--- config.mk ---
export PLATFORM = sky130hd
export DESIGN_NAME = preview_text_markup_decoder
export DESIGN_NICKNAME = d
export VERILOG_FILES = /design/src/hw/rtl/ptmd_pkg.sv /design/src/hw/rtl/ptmd_core.sv /design/src/hw/rtl/ptmd_out_reg.sv /design/src/hw/rtl/preview_text_markup_decoder.sv
export SDC_FILE = /design/constraint.sdc
export NUM_CORES = 1
export LEC_CHECK = 0
export ABC_CLOCK_PERIOD_IN_PS = 10900
export BUFFER_PORTS_ARGS = -buffer_cell sky130_fd_sc_hd__buf_2
export CAP_MARGIN = 40
export CORE_MARGIN = 5
export CORE_UTILIZATION = 30
export DETAILED_ROUTE_END_ITERATION = 16
export HOLD_SLACK_MARGIN = 0.08
export PLACE_DENSITY = 0.47
export RECOVER_POWER = 25
export SYNTH_ARGS = -nofsm -noshare
export SYNTH_HDL_FRONTEND = slang
export SYNTH_HIERARCHICAL = 1
export SYNTH_SLANG_ARGS = --single-unit
export TNS_END_PERCENT = 50
--- constraint.sdc ---
create_clock -name clock -period 10.9 [get_ports clock]
set_clock_uncertainty 0.2 [all_clocks]
set_input_delay 1.09 -clock clock [delete_from_list [all_inputs] [get_ports clock]]
set_output_delay 1.09 -clock clock [all_outputs]
set_load 0.02 [all_outputs]
--- src/hw/rtl/ptmd_pkg.sv ---
package ptmd_pkg;

   localparam int LINE_WIDTH_DEFAULT = 26;
   localparam int TAB_STEP_DEFAULT   = 8;

   // at most this many spaces come from one tab byte
   localparam int TAB_MAX_SPACES = 8;

   localparam logic [5:0] ROWS_LIMIT_RESET = 6'd30;
   localparam logic [5:0] ROW_MAX          = 6'd63;

   localparam logic [1:0] KIND_GLYPH    = 2'd0;
   localparam logic [1:0] KIND_ROW_END  = 2'd1;
   localparam logic [1:0] KIND_TEXT_END = 2'd2;

   localparam logic [2:0] COLOUR_GRAY   = 3'd0;
   localparam logic [2:0] COLOUR_WHITE  = 3'd1;
   localparam logic [2:0] COLOUR_GREEN  = 3'd2;
   localparam logic [2:0] COLOUR_YELLOW = 3'd3;
   localparam logic [2:0] COLOUR_RED    = 3'd4;

   localparam logic [7:0] CHAR_NUL   = 8'h00;
   localparam logic [7:0] CHAR_TAB   = 8'h09;
   localparam logic [7:0] CHAR_LF    = 8'h0A;
   localparam logic [7:0] CHAR_CR    = 8'h0D;
   localparam logic [7:0] CHAR_SPACE = 8'h20;
   localparam logic [7:0] CHAR_ZERO  = 8'h30;
   localparam logic [7:0] CHAR_ONE   = 8'h31;
   localparam logic [7:0] CHAR_NINE  = 8'h39;
   localparam logic [7:0] CHAR_A     = 8'h41;
   localparam logic [7:0] CHAR_V     = 8'h56;
   localparam logic [7:0] CHAR_W     = 8'h57;
   localparam logic [7:0] CHAR_X     = 8'h58;
   localparam logic [7:0] CHAR_Y     = 8'h59;
   localparam logic [7:0] CHAR_Z     = 8'h5A;
   localparam logic [7:0] CHAR_LBRK  = 8'h5B;
   localparam logic [7:0] CHAR_RBRK  = 8'h5D;
   localparam logic [7:0] CHAR_CARET = 8'h5E;

   // 'A' maps to code 10
   localparam logic [7:0] LETTER_OFFSET = 8'd55;

   localparam logic [7:0] INV_MASK = 8'h80;

   typedef struct packed {
      logic [7:0] text_byte;
      logic       new_file;
   } item_type;

   typedef struct packed {
      logic [1:0] kind;
      logic [7:0] glyph;
      logic [2:0] colour;
      logic [5:0] row;
      logic [5:0] column;
      logic       last;
   } rsp_type;

   // handshake status from the decode core toward the channel registers
   typedef struct packed {
      logic step_done;
      logic res_load;
   } core_status_type;

endpackage

--- src/hw/rtl/ptmd_core.sv ---
module ptmd_core #(
   parameter int LINE_WIDTH = ptmd_pkg::LINE_WIDTH_DEFAULT,
   parameter int TAB_STEP   = ptmd_pkg::TAB_STEP_DEFAULT
) (
   input  logic                       clock,
   input  logic                       reset,
   input  logic                       item_valid,
   input  ptmd_pkg::item_type         item,
   input  logic                       out_ready,
   input  logic [5:0]                 rows_limit,
   output ptmd_pkg::core_status_type  status,
   output ptmd_pkg::rsp_type          res
);

   localparam int PW = (TAB_STEP > 1) ? $clog2(TAB_STEP) : 1;

   logic [5:0]    col_ff, col_in;
   logic [5:0]    row_ff, row_in;
   logic [2:0]    colour_ff, colour_in;
   logic          inv_ff, inv_in;
   logic          caret_ff, caret_in;
   logic          skip_ff, skip_in;
   logic          fin_ff, fin_in;
   logic [PW-1:0] phase_ff, phase_in;
   logic [2:0]    tab_cnt_ff, tab_cnt_in;
   logic          fin_pend_ff, fin_pend_in;

   logic          first_step, clr;
   logic [5:0]    e_col, e_row;
   logic [2:0]    e_colour;
   logic          e_inv, e_caret, e_skip, e_fin;
   logic [PW-1:0] e_phase;
   logic [7:0]    b;

   logic          has_res, final_step, place_en, is_tab, advance;
   logic [7:0]    code;
   logic [5:0]    ncol, row_next;
   logic          nskip, cont;
   logic [PW:0]   phase_inc;
   logic [PW-1:0] nphase;

   assign b          = item.text_byte;
   assign first_step = !fin_pend_ff && (tab_cnt_ff == 3'd0);
   assign clr        = item.new_file && first_step;

   assign e_col    = clr ? 6'd0 : col_ff;
   assign e_row    = clr ? 6'd0 : row_ff;
   assign e_colour = clr ? ptmd_pkg::COLOUR_GRAY : colour_ff;
   assign e_inv    = clr ? 1'b0 : inv_ff;
   assign e_caret  = clr ? 1'b0 : caret_ff;
   assign e_skip   = clr ? 1'b0 : skip_ff;
   assign e_fin    = clr ? 1'b0 : fin_ff;
   assign e_phase  = clr ? '0 : phase_ff;

   assign ncol      = e_col + 6'd1;
   assign nskip     = ncol >= 6'(LINE_WIDTH);
   assign phase_inc = {1'b0, e_phase} + (PW+1)'(1);
   assign nphase    = (phase_inc == (PW+1)'(TAB_STEP)) ? '0 : phase_inc[PW-1:0];
   assign row_next  = (e_row != ptmd_pkg::ROW_MAX) ? e_row + 6'd1 : e_row;
   assign cont      = (tab_cnt_ff != 3'(ptmd_pkg::TAB_MAX_SPACES - 1))
                      && !nskip && (nphase != '0);

   always_comb begin
      col_in      = e_col;
      row_in      = e_row;
      colour_in   = e_colour;
      inv_in      = e_inv;
      caret_in    = e_caret;
      skip_in     = e_skip;
      fin_in      = e_fin;
      phase_in    = e_phase;
      tab_cnt_in  = 3'd0;
      fin_pend_in = 1'b0;
      has_res     = 1'b0;
      final_step  = 1'b1;
      place_en    = 1'b0;
      is_tab      = 1'b0;
      code        = b;
      res.kind    = ptmd_pkg::KIND_GLYPH;
      res.glyph   = 8'd0;
      res.colour  = ptmd_pkg::COLOUR_GRAY;
      res.row     = e_row;
      res.column  = e_col;
      res.last    = 1'b1;

      if (fin_pend_ff) begin
         has_res    = 1'b1;
         res.kind   = ptmd_pkg::KIND_TEXT_END;
         res.column = 6'd0;
         fin_in     = 1'b1;
      end else if (e_fin || b == ptmd_pkg::CHAR_CR) begin
         has_res = 1'b0;
      end else if (b == ptmd_pkg::CHAR_LF || b == ptmd_pkg::CHAR_NUL) begin
         has_res   = 1'b1;
         res.kind  = ptmd_pkg::KIND_ROW_END;
         row_in    = row_next;
         col_in    = 6'd0;
         phase_in  = '0;
         colour_in = ptmd_pkg::COLOUR_GRAY;
         inv_in    = 1'b0;
         caret_in  = 1'b0;
         skip_in   = 1'b0;
         if (b == ptmd_pkg::CHAR_NUL || row_next >= rows_limit) begin
            fin_pend_in = 1'b1;
            final_step  = 1'b0;
            res.last    = 1'b0;
         end
      end else if (e_skip) begin
         has_res = 1'b0;
      end else if (e_caret) begin
         caret_in = 1'b0;
         if (b == ptmd_pkg::CHAR_W) begin
            colour_in = ptmd_pkg::COLOUR_WHITE;
         end else if (b == ptmd_pkg::CHAR_X) begin
            colour_in = ptmd_pkg::COLOUR_GREEN;
         end else if (b == ptmd_pkg::CHAR_Y) begin
            colour_in = ptmd_pkg::COLOUR_YELLOW;
         end else if (b == ptmd_pkg::CHAR_Z) begin
            colour_in = ptmd_pkg::COLOUR_RED;
         end else if (b == ptmd_pkg::CHAR_ZERO) begin
            colour_in = ptmd_pkg::COLOUR_GRAY;
         end else if (b >= ptmd_pkg::CHAR_ONE && b <= ptmd_pkg::CHAR_NINE) begin
            place_en = 1'b1;
            code     = b - ptmd_pkg::CHAR_ZERO;
         end else if (b >= ptmd_pkg::CHAR_A && b <= ptmd_pkg::CHAR_V) begin
            place_en = 1'b1;
            code     = b - ptmd_pkg::LETTER_OFFSET;
         end else if (b == ptmd_pkg::CHAR_LBRK) begin
            inv_in = 1'b1;
         end else if (b == ptmd_pkg::CHAR_RBRK) begin
            inv_in = 1'b0;
         end else begin
            place_en = 1'b1;
         end
      end else if (b == ptmd_pkg::CHAR_CARET) begin
         caret_in = 1'b1;
      end else if (b == ptmd_pkg::CHAR_TAB) begin
         place_en = 1'b1;
         is_tab   = 1'b1;
         code     = ptmd_pkg::CHAR_SPACE;
      end else begin
         place_en = 1'b1;
      end

      if (place_en) begin
         has_res    = 1'b1;
         res.kind   = ptmd_pkg::KIND_GLYPH;
         res.glyph  = code ^ (e_inv ? ptmd_pkg::INV_MASK : 8'd0);
         res.colour = e_colour;
         col_in     = ncol;
         phase_in   = nphase;
         skip_in    = nskip;
         if (is_tab && cont) begin
            tab_cnt_in = tab_cnt_ff + 3'd1;
            final_step = 1'b0;
            res.last   = 1'b0;
         end
      end
   end

   assign advance          = !has_res || out_ready;
   assign status.step_done = item_valid && advance && final_step;
   assign status.res_load  = item_valid && has_res && out_ready;

   always_ff @(posedge clock) begin
      if (reset) begin
         col_ff      <= 6'd0;
         row_ff      <= 6'd0;
         colour_ff   <= ptmd_pkg::COLOUR_GRAY;
         inv_ff      <= 1'b0;
         caret_ff    <= 1'b0;
         skip_ff     <= 1'b0;
         fin_ff      <= 1'b0;
         phase_ff    <= '0;
         tab_cnt_ff  <= 3'd0;
         fin_pend_ff <= 1'b0;
      end else if (item_valid && advance) begin
         col_ff      <= col_in;
         row_ff      <= row_in;
         colour_ff   <= colour_in;
         inv_ff      <= inv_in;
         caret_ff    <= caret_in;
         skip_ff     <= skip_in;
         fin_ff      <= fin_in;
         phase_ff    <= phase_in;
         tab_cnt_ff  <= tab_cnt_in;
         fin_pend_ff <= fin_pend_in;
      end
   end

endmodule

--- src/hw/rtl/ptmd_out_reg.sv ---
module ptmd_out_reg (
   input  logic              clock,
   input  logic              reset,
   input  logic              load,
   input  ptmd_pkg::rsp_type res,
   input  logic              rsp_stall,
   output logic              out_ready,
   output logic              rsp_valid,
   output ptmd_pkg::rsp_type rsp_data
);

   logic              valid_ff;
   ptmd_pkg::rsp_type data_ff;

   // take a new result when empty or when the held one leaves
   assign out_ready = !valid_ff || !rsp_stall;

   always_ff @(posedge clock) begin
      if (reset) begin
         valid_ff <= 1'b0;
      end else if (out_ready) begin
         valid_ff <= load;
      end
   end

   always_ff @(posedge clock) begin
      if (out_ready && load) begin
         data_ff <= res;
      end
   end

   assign rsp_valid = valid_ff;
   assign rsp_data  = data_ff;

endmodule

--- src/hw/rtl/preview_text_markup_decoder.sv ---
// Path: an accepted byte sits in the input register; each result is registered in the result register.
// Throughput: one result per cycle while the receiver does not stall; a byte makes one or
//   more results (a tab up to 8, a line feed or zero byte that ends the text 2), or none.
//   The decode core places one glyph or event per cycle unless a held result is stalled.
// Reset: synchronous, active high; clears row, column, mode and done state, empties
//   both channel registers and loads rows_limit with 30.
module preview_text_markup_decoder #(
   parameter int LINE_WIDTH = ptmd_pkg::LINE_WIDTH_DEFAULT,
   parameter int TAB_STEP   = ptmd_pkg::TAB_STEP_DEFAULT
) (
   input  logic       clock,
   input  logic       reset,

   input  logic       req_valid,
   output logic       req_stall,
   input  logic [7:0] req_text_byte,
   input  logic       req_new_file,

   output logic       rsp_valid,
   input  logic       rsp_stall,
   output logic [1:0] rsp_kind,
   output logic [7:0] rsp_glyph,
   output logic [2:0] rsp_colour,
   output logic [5:0] rsp_row,
   output logic [5:0] rsp_column,
   output logic       rsp_last,

   input  logic       csr_wr_en,
   input  logic [5:0] csr_wr_data
);

   logic                      item_valid_ff;
   ptmd_pkg::item_type        item_ff;
   logic [5:0]                rows_limit_ff;
   ptmd_pkg::core_status_type status;
   ptmd_pkg::rsp_type         res;
   ptmd_pkg::rsp_type         rsp_data;
   logic                      out_ready;

   // Rows-limit register; the user must write it only while the decoder is idle; the block does not enforce this.
   always_ff @(posedge clock) begin
      if (reset) begin
         rows_limit_ff <= ptmd_pkg::ROWS_LIMIT_RESET;
      end else if (csr_wr_en) begin
         rows_limit_ff <= csr_wr_data;
      end
   end

   // Input register: hold the byte until its last result is loaded (or it
   // turns out to make none); take the next transaction in that same cycle.
   assign req_stall = item_valid_ff && !status.step_done;

   always_ff @(posedge clock) begin
      if (reset) begin
         item_valid_ff <= 1'b0;
      end else if (!req_stall) begin
         item_valid_ff <= req_valid;
      end
   end

   always_ff @(posedge clock) begin
      if (!req_stall && req_valid) begin
         item_ff.text_byte <= req_text_byte;
         item_ff.new_file  <= req_new_file;
      end
   end

   // Decode core: text state plus one step of decode per cycle unless a held result is stalled.
   ptmd_core #(
      .LINE_WIDTH (LINE_WIDTH),
      .TAB_STEP   (TAB_STEP)
   ) u_core (
      .clock      (clock),
      .reset      (reset),
      .item_valid (item_valid_ff),
      .item       (item_ff),
      .out_ready  (out_ready),
      .rows_limit (rows_limit_ff),
      .status     (status),
      .res        (res)
   );

   // Result register: parts the core from a stalled receiver.
   ptmd_out_reg u_out (
      .clock     (clock),
      .reset     (reset),
      .load      (status.res_load),
      .res       (res),
      .rsp_stall (rsp_stall),
      .out_ready (out_ready),
      .rsp_valid (rsp_valid),
      .rsp_data  (rsp_data)
   );

   assign rsp_kind   = rsp_data.kind;
   assign rsp_glyph  = rsp_data.glyph;
   assign rsp_colour = rsp_data.colour;
   assign rsp_row    = rsp_data.row;
   assign rsp_column = rsp_data.column;
   assign rsp_last   = rsp_data.last;

endmodule

==> results of run 1 <==
[cell usage after synthesis, types with 5 or more instances]
master,number,area share
mux2i_1,6,0.014
nand2_1,34,0.031
a31o_2,6,0.013
a21o_1,8,0.014
or2_2,5,0.0075
inv_1,23,0.021
nor2b_1,7,0.010
a311oi_1,5,0.010
nand4_1,5,0.0075
ha_1,22,0.066
nand3_1,17,0.020
clkbuf_1,17,0.015
and2_1,17,0.025
and3_1,9,0.013
a31oi_1,13,0.019
a211o_1,8,0.017
buf_2,6,0.0072
a211oi_1,5,0.0090
nor3_1,11,0.013
a21oi_1,31,0.037
nor2_1,31,0.028
o21ai_0,9,0.011
edfxtp_1,35,0.25
dfxtp_1,34,0.16
[where the power goes]
part,total (uW),internal [uW],switching [uW]
combinational,77.2,26.9,50.2
sequential,296,286,9.96
clock,291,181,110
[logic make-up (layout without fill, tap and decap cells)]
group                    count (synthesis)  count (layout)  share of synthesized area
AND/OR/NAND/NOR                        170             170                     0.2207
buffers and inverters                   49              90                    0.05031
adder cells (fa/ha/maj)                 22              22                    0.06589
multiplexers                             9               9                    0.02246
AO/OA/AOI/OAI                          130             130                     0.2240
flip-flops                              69              69                     0.4145
XOR/XNOR                                 1               1                   0.002097
[area by class of cell]
type                    instances  area [um^2]
clock inverters                 2        12.51
repair buffers                 51        250.2
inverters                      23        86.33
well taps                     180        225.2
multi-input cells             332         2241
clock buffers                  14        285.3
flip-flops and latches         69         1732
fillers                      1503         8941
[critical path: cells and delay by family (launching register included)]
family | cells | cell delay [ns]
buffers and inverters | 2 | 0.99
adder cells (fa/ha/maj) | 2 | 0.59
AND/OR/NAND/NOR | 8 | 1.56
AO/OA/AOI/OAI | 5 | 0.82
flip-flops | 1 | 0.63
[path summary, 6_finish.rpt]
check                     startpoint            endpoint  depth (start not counted)
setup / recovery  u_core/fin_pend_ff           req_stall                         17
setup reg to reg  u_core/fin_pend_ff          item_ff[8]                         17
hold / removal    u_core/phase_ff[0]  u_core/phase_ff[0]                          1
hold reg to reg   u_core/phase_ff[0]  u_core/phase_ff[0]                          1
[flip-flops by register name, indices dropped and copies added, names as in the netlist, 3 cells and up]
signal and count:
item_ff 9, rows_limit_ff 6, u_core/col_ff 6, u_core/colour_ff 3
u_core/phase_ff 3, u_core/row_ff 6, u_core/tab_cnt_ff 3, u_out/rsp_data 26
[per-stage QoR]
step / worst slack, ns / hold WS [ns] / cells / util
finish: 4.676 / 0.2643 / 671 / 0.3508
global route: 4.310 / 0.2949 / 671 / 0.3508
CTS: 5.268 / 0.2712 / 671 / 0.3524
detailed placement: 5.676 / 0.2594 / 655 / 0.3308
global placement: 5.778 / 0.2541 / 655 / 0.3308
floorplan: 5.962 / 0.2283 / 450 / -
[layer usage]
metal / vias up / global-route usage / wire length, um
met5: - / 0 / 0
met4: 0 / 0.06866 / 263
met3: 15 / 0.02583 / 385
met2: 69 / 0.2036 / 4842
met1: 1706 / 0.1963 / 5631
li1: 1767 / - / -
==> results.py, run 1 <==
metrics = {
    "floorplan": {
        "core_area_um2": 13770,
        "core.rowCount": 43,
        "die_x_um": 128.0,
        "dieArea_um2": 16390,
        "die_h_um": 128.0,
        "start_util": 0.3033,
        "io-pin-count": 48,
    },
    "drt": {
        "route.detailed.drc": 0,
        "via_per_inst": 5.301,
        "initialDrtViolationCount": 304,
        "routed_wl_mm": 11.12,
        "first_pass_iters": 4,
        "wire_per_inst_um": 16.58,
        "vias": 3557,
        "drtAntennaViolNets": 0,
    },
    "logic_synthesis": {
        "ys_types": 64,
        "synth-edff-count": 35,
        "async_flop_share": 0,
        "ys_seq_elements": 69,
        "synth.avg_cell_area_um2": 9.284,
        "synth_ff_type": "edfxtp_1",
        "syn_area_um2": 4178,
        "syn-num-nets": 492,
        "ys_seq_area_frac": 0.4145,
        "synth_cells": 450,
        "ys_warn_count": 6,
    },
    "sta": {
        "hold_viol": 0,
        "drv_slew": 0,
        "rsz0062_at_grt": "false",
        "fin_crit_ns": 6.224,
        "period_share": 0.5710,
        "max_freq_mhz": 160.7,
        "finalSetupTns_ns": 0,
        "worst_slew_pin_slew_ns": 1.102,
        "slew-limit-headroom": 0.2654,
        "setup_viol": 0,
    },
    "critical_path": {
        "critPathLaunchType": "register",
        "r2r_slack_ns": 5.28,
        "worstPathArrival_ns": 4.93,
        "crit_path_end_kind": "primary output",
        "crit_type": "reg2out",
        "crit_path_cell_trace": "nand4bb_1 > clkbuf_1 > and2_0 > ha_1 > nand4_1 > or2_2 > nand2_1 > o21ai_0 > ha_1 > nand2b_1 > a21o_1 > a211o_1 > o2111ai_1 > a21oi_1 > nor3_1 > nor2b_1 > buf_2",
        "crit_slowest_cell": "clkbuf_1",
        "crit_fanout": 27,
        "slowest_delay_ns": 0.82,
        "crit_top_cell": "ha_1",
        "required_ns": 9.61,
    },
    "pwr": {
        "total_power_uw": 664.7,
        "power_density_nw_per_um2": 137.6,
        "p_leak_uw": 0.002000,
        "ir_worst_vdd_v": 0.00005682,
    },
    "cts": {
        "cts_htree_levels": 3,
        "cts_buffer_depth": 2,
        "clockRootBuffer": "clkbuf_16",
        "cts.sinks": 69,
        "holdBufCountCts": 0,
        "insertion_delay_ns": 0.34,
        "cts_setup_buffers": 0,
        "cts_buffers": 9,
        "cts_tree": "yes",
        "cts_resized": 0,
        "clk_pin_slew_ns": 0.06,
    },
    "global_route": {
        "grt_pass1_vias": 3482,
        "grt_pass1_wl_mm": 18.17,
        "overflow": 0,
        "track_usage": 0.1392,
        "antenna_found_initial": 0,
        "grt_max_degree": 28,
    },
    "finish": {
        "final_cell_mix": "buf_2, edfxtp_1, dfxtp_1, nand2_1",
        "layout.cells.most_common": "buf_2",
        "nets": 528,
        "syn_to_final_growth_pct": 15.66,
        "stdcell_area_um2": 4832,
        "final_layout_size_suffix_gt1_frac": 0.1629,
        "antenna_cells": 0,
    },
    "place": {
        "placed_area_um2": 4556,
        "dpl.hpwl_mm": 8.064,
        "port_buffers": 47,
        "routabilityCongestion": 0.8655,
    },
    "outcome": {
        "status": "finished, final reports clean",
    },
    "hold_path": {
        "min_path_type": "reg2reg",
    },
    "flow_run": {
        "maxCapViolCount": 0,
    },
}
Power figures use the tool's default switching activity.
==> inputs of run 2 (changes only) <==
--- a/config.mk
+++ b/config.mk
@@ -5,14 +5,14 @@
 export SDC_FILE = /design/constraint.sdc
 export NUM_CORES = 1
 export LEC_CHECK = 0
-export ABC_CLOCK_PERIOD_IN_PS = 10900
+export ABC_CLOCK_PERIOD_IN_PS = 5300
 export BUFFER_PORTS_ARGS = -buffer_cell sky130_fd_sc_hd__buf_2
 export CAP_MARGIN = 40
 export CORE_MARGIN = 5
 export CORE_UTILIZATION = 30
 export DETAILED_ROUTE_END_ITERATION = 16
 export HOLD_SLACK_MARGIN = 0.08
-export PLACE_DENSITY = 0.47
+export PLACE_DENSITY = 0.48
 export RECOVER_POWER = 25
 export SYNTH_ARGS = -nofsm -noshare
 export SYNTH_HDL_FRONTEND = slang
==> constraint.sdc (replaced) <==
create_clock -name clock -period 5.3 [get_ports clock]
set_clock_uncertainty 0.2 [all_clocks]
set_input_delay 0.53 -clock clock [delete_from_list [all_inputs] [get_ports clock]]
set_output_delay 0.53 -clock clock [all_outputs]
set_load 0.02 [all_outputs]
==> run 2 against run 1 <==
Clock-buffer cell count stayed put. Sequential power is 110% higher. Flip-flop and latch count stayed put. Non-clock buffer count is 2 higher. Clock power is 100% higher. Final area is 0.26% higher. Largest cell class unchanged.
==> results.py, run 2 (synthesis gave the netlist of run 1 again) <==
metrics = {
    "critical_path": {
        "r2r_cells": 17,
        "r2r_start": "u_core/fin_pend_ff",
        "crit_type": "reg2out",
        "worstPathArrival_ns": 4.13,
        "r2r_end": "item_ff[5]",
        "r2r_slack_ns": 0.89,
        "critPathLaunchType": "register",
        "crit_fanout": 14,
        "crit_path_end_kind": "primary output",
        "required_ns": 4.57,
    },
    "finish": {
        "regArea_um2": 1732,
        "syn_to_final_growth_pct": 15.96,
        "final_cell_mix": "edfxtp_1, dfxtp_1, nand2_1, buf_2",
        "antenna_cells": 0,
        "nets": 530,
        "stdcell_area_um2": 4845,
        "multi_input_area_um2": 2242,
        "largest_reg_flops": 26,
        "final_layout_size_suffix_gt1_frac": 0.1521,
        "fillers": 1477,
        "final_util": 0.3517,
        "layout.cells.most_common": "edfxtp_1",
    },
    "pwr": {
        "switching_share": 0.2559,
        "ir_worst_vdd_v": 0.0001314,
        "clkPwrFrac": 0.436,
        "p_int_uw": 1016,
        "power_density_nw_per_um2": 281.9,
        "p_sw_uw": 349.4,
        "p_leak_uw": 0.001995,
        "combPwrFrac": 0.117,
        "pwr-share-seq": 0.447,
    },
    "place": {
        "port_buffers": 47,
        "place_ws_ns": 0.8573,
        "placed_area_um2": 4566,
        "dpl.hpwl_mm": 8.241,
        "routabilityCongestion": 0.8800,
    },
    "cts": {
        "holdBufCountCts": 0,
        "cts_tree": "yes",
        "cts_htree_levels": 3,
        "cts_setup_buffers": 0,
        "cts_resized": 0,
        "cts_buffer_depth": 2,
        "cts.sinks": 69,
        "clockRootBuffer": "clkbuf_16",
        "clk_pin_slew_ns": 0.06,
        "cts_buffers": 9,
        "insertion_delay_ns": 0.34,
    },
    "floorplan": {
        "start_util": 0.3033,
        "dieArea_um2": 16390,
        "die_h_um": 128.0,
        "die_x_um": 128.0,
        "core.rowCount": 43,
        "io-pin-count": 48,
        "core_area_um2": 13770,
    },
    "outcome": {
        "status": "finished, final reports clean",
    },
    "sta": {
        "period_share": 0.9166,
        "max_freq_mhz": 205.9,
        "drv_slew": 0,
        "finalSetupTns_ns": 0,
        "rsz0062_at_grt": "false",
        "setup_viol": 0,
        "setup_slack_ns": 0.4422,
        "slew-limit-headroom": 0.4907,
        "fin_crit_ns": 4.858,
        "worst_slew_pin_slew_ns": 0.7632,
        "hold_viol": 0,
    },
    "hold_path": {
        "min_from": "req_text_byte[7]",
        "whs_path_depth": 1,
        "hold-path-endpoint": "item_ff[8]",
        "min_path_type": "in2reg",
    },
    "global_route": {
        "grt_pass1_wl_mm": 18.41,
        "antenna_found_initial": 0,
        "grt_max_degree": 27,
        "overflow": 0,
        "track_usage": 0.1419,
        "grt_pass1_vias": 3505,
    },
    "drt": {
        "routed_wl_mm": 11.35,
        "vias": 3662,
        "first_pass_iters": 5,
        "route.detailed.drc": 0,
        "via_per_inst": 5.441,
        "wire_per_inst_um": 16.86,
        "initialDrtViolationCount": 295,
        "drtAntennaViolNets": 0,
    },
    "flow_run": {
        "maxCapViolCount": 0,
    },
}
[run 2: changes by cell type in the layout (fill, tap and decap cells not counted)]
| cell | previous run | this run |
|---|---|---|
| and2_0 | 5 | 3 |
| o31ai_2 | 1 | 0 |
| clkbuf_1 | 10 | 17 |
| buf_4 | 2 | 6 |
| buf_2 | 41 | 32 |
| o31ai_1 | 3 | 4 |
| nor4bb_2 | 0 | 1 |
| and2_1 | 12 | 14 |
| nor4bb_1 | 1 | 0 |
[run 2: through the flow]
| stage | instances | hold WS [ns] | total power [uW] |
|---|---|---|---|
| 3_3_place_gp | 657 | 0.2493 | 781.7 |
| 5_1_grt | 673 | 0.1590 | 1426 |
| 3_5_place_dp | 657 | 0.2559 | 782.8 |
| 2_1_floorplan | 450 | 0.2283 | 727.7 |
| 4_1_cts | 673 | 0.1452 | 1391 |
| 6_report | 673 | 0.1629 | 1366 |
[run 2: area by class of cell]
cell class	count	share of cell area
clock buffer	14	0.05888
clock inverter	2	0.002583
inverter	23	0.01782
multi-input combinational	332	0.4628
sequential	69	0.3574
tap	180	0.04649
timing repair buffer	53	0.05398
[run 2: metal layers]
| metal | up-vias | GRT usage | part of all wire |
|---|---|---|---|
| met5 | - | 0 | 0 |
| li1 | 1781 | - | - |
| met2 | 139 | 0.2049 | 0.42 |
| met4 | 0 | 0.07678 | 0.028 |
| met1 | 1722 | 0.1980 | 0.49 |
| met3 | 20 | 0.02875 | 0.060 |
[run 2: worst max-delay path by stage]
stage                    startpoint         end  cells after the start
2_1_floorplan  u_core/tab_cnt_ff[0]  item_ff[0]                     22
3_3_place_gp     u_core/fin_pend_ff   req_stall                     16
3_5_place_dp     u_core/fin_pend_ff   req_stall                     15
4_1_cts          u_core/fin_pend_ff   req_stall                     15
5_1_grt          u_core/fin_pend_ff   req_stall                     16
6_report         u_core/fin_pend_ff   req_stall                     16
[run 2: power groups by stage]
stage	registers [uW]	clock network (uW)	logic, uW
final	610	595	160
after global routing	614	635	177
after CTS	610	619	162
after detailed placement	621	0	162
after global placement	621	0	161
after floorplan	628	0	99.9
[run 2: critical path: stages (launching register included)]
cell and delay, ns:
dfxtp_1 0.61, nand4bb_1 0.29, and2_0 0.23, ha_1 0.32, nand4_1 0.16, or2_2 0.36, nand2_1 0.09, o21ai_0 0.10
ha_1 0.28, nand2b_1 0.14, a21o_1 0.17, a211o_1 0.28, o2111ai_1 0.14, a21oi_1 0.13, nor3_1 0.21, nor2b_1 0.10
buf_2 0.17
